### config.mk
export PLATFORM = sky130hd
export DESIGN_NAME = imps_ctrl
export DESIGN_NICKNAME = d
export VERILOG_FILES = /design/src/imps_pkg.sv /design/src/imps_ctrl.sv
export SDC_FILE = /design/constraint.sdc
export NUM_CORES = 1
export LEC_CHECK = 0
export ABC_AREA = 1
export BUFFER_PORTS_ARGS = -buffer_cell sky130_fd_sc_hd__buf_2
export CORE_MARGIN = 10
export CORE_UTILIZATION = 28
export CTS_CLUSTER_DIAMETER = 50
export CTS_CLUSTER_SIZE = 25
export DETAILED_ROUTE_END_ITERATION = 8
export PLACE_DENSITY = 0.54
export SYNTH_ARGS = -nofsm -noshare
export SYNTH_HDL_FRONTEND = slang
export SYNTH_SLANG_ARGS = --single-unit
### constraint.sdc
create_clock -name i_clk -period 1.88 [get_ports i_clk]
set_clock_uncertainty 0.15 [all_clocks]
set_input_delay 0 -clock i_clk [delete_from_list [all_inputs] [get_ports i_clk]]
set_output_delay 0 -clock i_clk [all_outputs]
set_load 0.02 [all_outputs]
### src/imps_pkg.sv
// shared types for the indexed max priority scheduler
// operation codes, slot table entry layout and controller/datapath handshake structs
// no dependencies

package imps_pkg;

    typedef enum logic [1:0] {
        OP_ARRIVE = 2'd0,
        OP_RAISE  = 2'd1,
        OP_LEAVE  = 2'd2,
        OP_SERVE  = 2'd3
    } t_op;

    localparam int PRIO_W  = 32;
    localparam int STAMP_W = 32;
    localparam int SLOT_W  = 6;

    typedef struct packed {
        logic                     present;
        logic signed [PRIO_W-1:0] prio;
        logic [STAMP_W-1:0]       stamp;
    } t_entry;

    // controller to datapath
    typedef struct packed {
        logic load;
        logic clr_step;
        logic cnt_clear;
        logic scan_step;
        logic rd_slot;
        logic raise_calc;
        logic wr_arrive;
        logic wr_leave;
        logic wr_raise;
        logic wr_serve;
        logic out_load;
    } t_cmd;

    // datapath to controller
    typedef struct packed {
        t_op  op;
        logic in_range;
        logic cnt_last;
        logic best_found;
        logic raise_present;
        logic out_free;
    } t_status;

endpackage

### src/imps_ctrl.sv
// sequencing controller for the scheduler: clear pass, decode, raise, scan and result
// depends on imps_pkg

module imps_ctrl (
    input  logic              i_clk,
    input  logic              i_rst_n,
    input  logic              i_s_tvalid,
    output logic              o_s_tready,
    input  imps_pkg::t_status i_status,
    output imps_pkg::t_cmd    o_cmd
);

    typedef enum logic [8:0] {
        ST_CLEAR    = 9'b000000001,
        ST_IDLE     = 9'b000000010,
        ST_DECODE   = 9'b000000100,
        ST_RAISE_RD = 9'b000001000,
        ST_RAISE_WR = 9'b000010000,
        ST_SCAN     = 9'b000100000,
        ST_SCAN_END = 9'b001000000,
        ST_SERVE_WR = 9'b010000000,
        ST_RESULT   = 9'b100000000
    } t_state;

    t_state r_state;
    t_state n_state;

    assign o_s_tready = (r_state == ST_IDLE);

    always_comb begin
        n_state = r_state;
        o_cmd   = '0;
        case (r_state)
            ST_CLEAR: begin
                o_cmd.clr_step = 1'b1;
                if (i_status.cnt_last) begin
                    n_state = ST_IDLE;
                end
            end
            ST_IDLE: begin
                if (i_s_tvalid) begin
                    o_cmd.load = 1'b1;
                    n_state    = ST_DECODE;
                end
            end
            ST_DECODE: begin
                n_state = ST_RESULT;
                if (i_status.op == imps_pkg::OP_SERVE) begin
                    o_cmd.cnt_clear = 1'b1;
                    n_state         = ST_SCAN;
                end else if (i_status.in_range) begin
                    case (i_status.op)
                        imps_pkg::OP_ARRIVE: o_cmd.wr_arrive = 1'b1;
                        imps_pkg::OP_LEAVE:  o_cmd.wr_leave  = 1'b1;
                        imps_pkg::OP_RAISE: begin
                            o_cmd.rd_slot = 1'b1;
                            n_state       = ST_RAISE_RD;
                        end
                        default: n_state = ST_RESULT;
                    endcase
                end
            end
            ST_RAISE_RD: begin
                o_cmd.raise_calc = 1'b1;
                n_state          = ST_RAISE_WR;
            end
            ST_RAISE_WR: begin
                o_cmd.wr_raise = i_status.raise_present;
                n_state        = ST_RESULT;
            end
            ST_SCAN: begin
                o_cmd.scan_step = 1'b1;
                if (i_status.cnt_last) begin
                    n_state = ST_SCAN_END;
                end
            end
            ST_SCAN_END: begin
                // last entry gets compared on this edge
                n_state = ST_SERVE_WR;
            end
            ST_SERVE_WR: begin
                o_cmd.wr_serve = i_status.best_found;
                n_state        = ST_RESULT;
            end
            ST_RESULT: begin
                if (i_status.out_free) begin
                    o_cmd.out_load = 1'b1;
                    n_state        = ST_IDLE;
                end
            end
            default: n_state = ST_CLEAR;
        endcase
    end

    always_ff @(posedge i_clk) begin
        if (!i_rst_n) begin
            r_state <= ST_CLEAR;
        end else begin
            r_state <= n_state;
        end
    end

endmodule

==> run summary <==
full die area - 0.00488 sq mm
port bufs - 21
Syn Area/Cell - 6.32 sq um
relative slew slack - 0.725
# placed instances - 160
Int Pwr - 448 uW
initial antenna violation count - 0
routed length on met1 - 789 microns
Post-Syn Instances - 110
fmax - 617 MHz
crit path DAT - 1.47 ns
Reg2Reg Setup Slack - 0.38 ns
pre-CTS setup slack - 0.372 ns
GRT overflow - 0
Hold Crit Endpoint - r_state[1]$_SDFFE_PN0P_
chip width - 69.8 microns
post-cts sizing count - 0
Sequential Power Share - 0.295
Final Hold Viols - 0
startpoint types - flip-flop
H-tree depth - 1
initial core utilization - 0.286
worst-path cell chain - nor2_2 -> nand2_4 -> nor2_4 -> nand2_4 -> nor4_1 -> buf_2
Layout Area Growth over Synthesis - 32.4%
max layer used - met4
Detail Route Antenna Nets - 0
Clock Tree Root - clkbuf_4
Max-Cap Viols - 0
layout cells sized above 1 - 0.329
metal2 WL - 904 microns
switching share of total power - 0.463
Core Area - 0.00243 sq mm
setup repair bufs after CTS - 0
Mapped Area - 696 sq um
Pleak - 0.000544 uW
Worst-Skew Late Latency - 0.27 ns
global-route wire length before repair - 3.31 mm
Nets - 151
CTS tree - built
first drt pass iteration count - 4
pwr/cell area - 905 mW/mm^2
Clk pwr share - 0.192
synth unique cells - 20
Largest Register - r_state
net count of the mapped netlist - 120
YS warnings - 0
Sw Pwr - 385 uW
io pins - 22
detailed-route via count - 751
Worst Hold Class - primary input to flip-flop
R2R Path Start - r_state[4]$_SDFFE_PN0P_
slowest CP cell - dfxtp_1
R2R depth - 10
Seq/Total Area, Yosys - 0.259
Seq cells post-synth - 9
# DRC - 0
CP required - 1.73 ns
CTS Buf Count - 3
Most Frequent Cell on Critical Path - nand2_4
worst slew pin tran - 0.409 ns
commonest non-fill, non-tap cell in the layout - inv_1
commonest cells after routing, fill and taps aside - 22 x inv_1, 21 x buf_2, 19 x nand2_1
Iter 0 DRT Violations - 40
VDD IR max - 0.000393 V
FP Rows - 18
slowest stage delay, CP - 0.34 ns
Final Cycle Share - 0.862
status - finished clean
placer congestion estimate - 0.801
worst setup margin - 0.259 ns
CTS Sinks - 9
Non-Filler Instances - 170
Hold Path Origin - i_s_tvalid
setup TNS - 0 ns
RSZ-0062 raised after global routing - false
Hold Path Stages - 8
drt total wl - 1.86 mm
Die H - 69.8 microns
WS Path Type - flip-flop to output port
clk buf depth - 2
dpl hpwl - 1.51 mm
wire length on met3 - 118 microns
end of the worst register-to-register path - r_state[3]$_SDFFE_PN0P_
Antenna Cells - 0
Crit. End Element - output port
post-DR vias/cell - 4.42
vias in the first global route - 772
logic gate share of total power - 0.513
Routed wire per std cell - 10.9 microns
fin. max-slew vios - 0
Clock transition at path regs - 0.08 ns
final setup vio count - 0
fillcell total - 263
max reg flops - 9
Total GRT Usage - 0.0804
CP Max Fanout - 4
Regs by FF count - r_state x9
Final min period - 1.62 ns
pin count of the biggest net entering global routing - 10
==> area by class of cell <==
| class | count | area, sq um | share of cell area |
|---|---|---|---|
| Timing Repair Buffer | 27 | 165 | 0.179 |
| Multi-Input combinational cell | 74 | 414 | 0.450 |
| Sequential cell | 9 | 180 | 0.196 |
| Tap cell | 30 | 37.5 | 0.0408 |
| Clock buffer | 4 | 26.3 | 0.0285 |
| Inverter | 26 | 97.6 | 0.106 |
==> worst max path at each step <==
stage	startpoint	end	slack, ns	cells past startpoint
floorplan	r_state[0]$_SDFFE_PN1P_	r_state[4]$_SDFFE_PN0P_	0.18	5
global placement	r_state[4]$_SDFFE_PN0P_	r_state[1]$_SDFFE_PN0P_	0.38	10
detailed placement	r_state[4]$_SDFFE_PN0P_	r_state[1]$_SDFFE_PN0P_	0.37	10
CTS	r_state[4]$_SDFFE_PN0P_	o_cmd[4]	0.22	6
global route	r_state[4]$_SDFFE_PN0P_	o_cmd[4]	0.13	6
finish	r_state[4]$_SDFFE_PN0P_	o_cmd[3]	0.26	6
==> synth_stat cells <==
cell | n | area (sq um)
dfxtp_1 | 9 | 180
clkbuf_1 | 1 | 3.75
nor3b_4 | 1 | 18.8
nor3_1 | 2 | 10.0
nand2_4 | 2 | 22.5
nor4_1 | 3 | 18.8
inv_1 | 22 | 82.6
nor2_2 | 4 | 25.0
nand2_1 | 19 | 71.3
inv_2 | 4 | 15.0
nor3_2 | 1 | 10.0
and2_1 | 1 | 6.26
nor2_1 | 14 | 52.6
nand3_1 | 12 | 60.1
o21ai_0 | 3 | 15.0
nand4_1 | 1 | 6.26
nand3_2 | 2 | 20.0
nand2_2 | 4 | 25.0
nor2_4 | 4 | 45.0
nor3b_1 | 1 | 7.51
==> kinds of logic (layout without fill, tap and decap cells) <==
family,count (synthesis),in the layout,synth area share
AOI/OAI and AO/OA,3,3,0.0216
and+or+nand+nor,71,71,0.574
buffers and inverters,27,57,0.146
DFF,9,9,0.259
==> power groups by stage <==
| stage | sequential (uW) | clock, uW | combinational [uW] |
|---|---|---|---|
| after detailed placement | 250 | 0 | 420 |
| after floorplan | 244 | 0 | 332 |
| after CTS | 246 | 161 | 432 |
| after global placement | 249 | 0 | 418 |
| final | 246 | 160 | 428 |
| after global routing | 249 | 167 | 492 |
==> stage by stage <==
| step | cell area, sq um | utilization | power (uW) | hold WS, ns |
|---|---|---|---|---|
| CTS | 921 | 0.379 | 839 | 0.101 |
| global placement | 835 | 0.343 | 668 | 0.133 |
| detailed placement | 835 | 0.343 | 670 | 0.143 |
| global route | 921 | 0.379 | 908 | 0.218 |
| floorplan | 696 | - | 577 | -0.0949 |
| finish | 921 | 0.379 | 833 | 0.106 |
==> routing by layer <==
layer,up-vias,global-route usage
li1,396,-
met1,327,0.0876
met2,24,0.137
met3,4,0.0200
met4,0,0.0461
met5,-,0
==> repair_timing <==
| item | in CTS | in global routing |
|---|---|---|
| setup endpoints to repair | 0 | 0 |
| hold endpoints to repair | 9 | 0 |
| hold buffers | 6 | 0 |
==> critical path, delay by kind of cell (launching register included) <==
family / cells / cell delay, ns
flip-flops: 1 / 0.34
AND/OR/NAND/NOR: 5 / 0.66
buffers and inverters: 1 / 0.21
No activity file was read; power rests on OpenSTA's default activity.
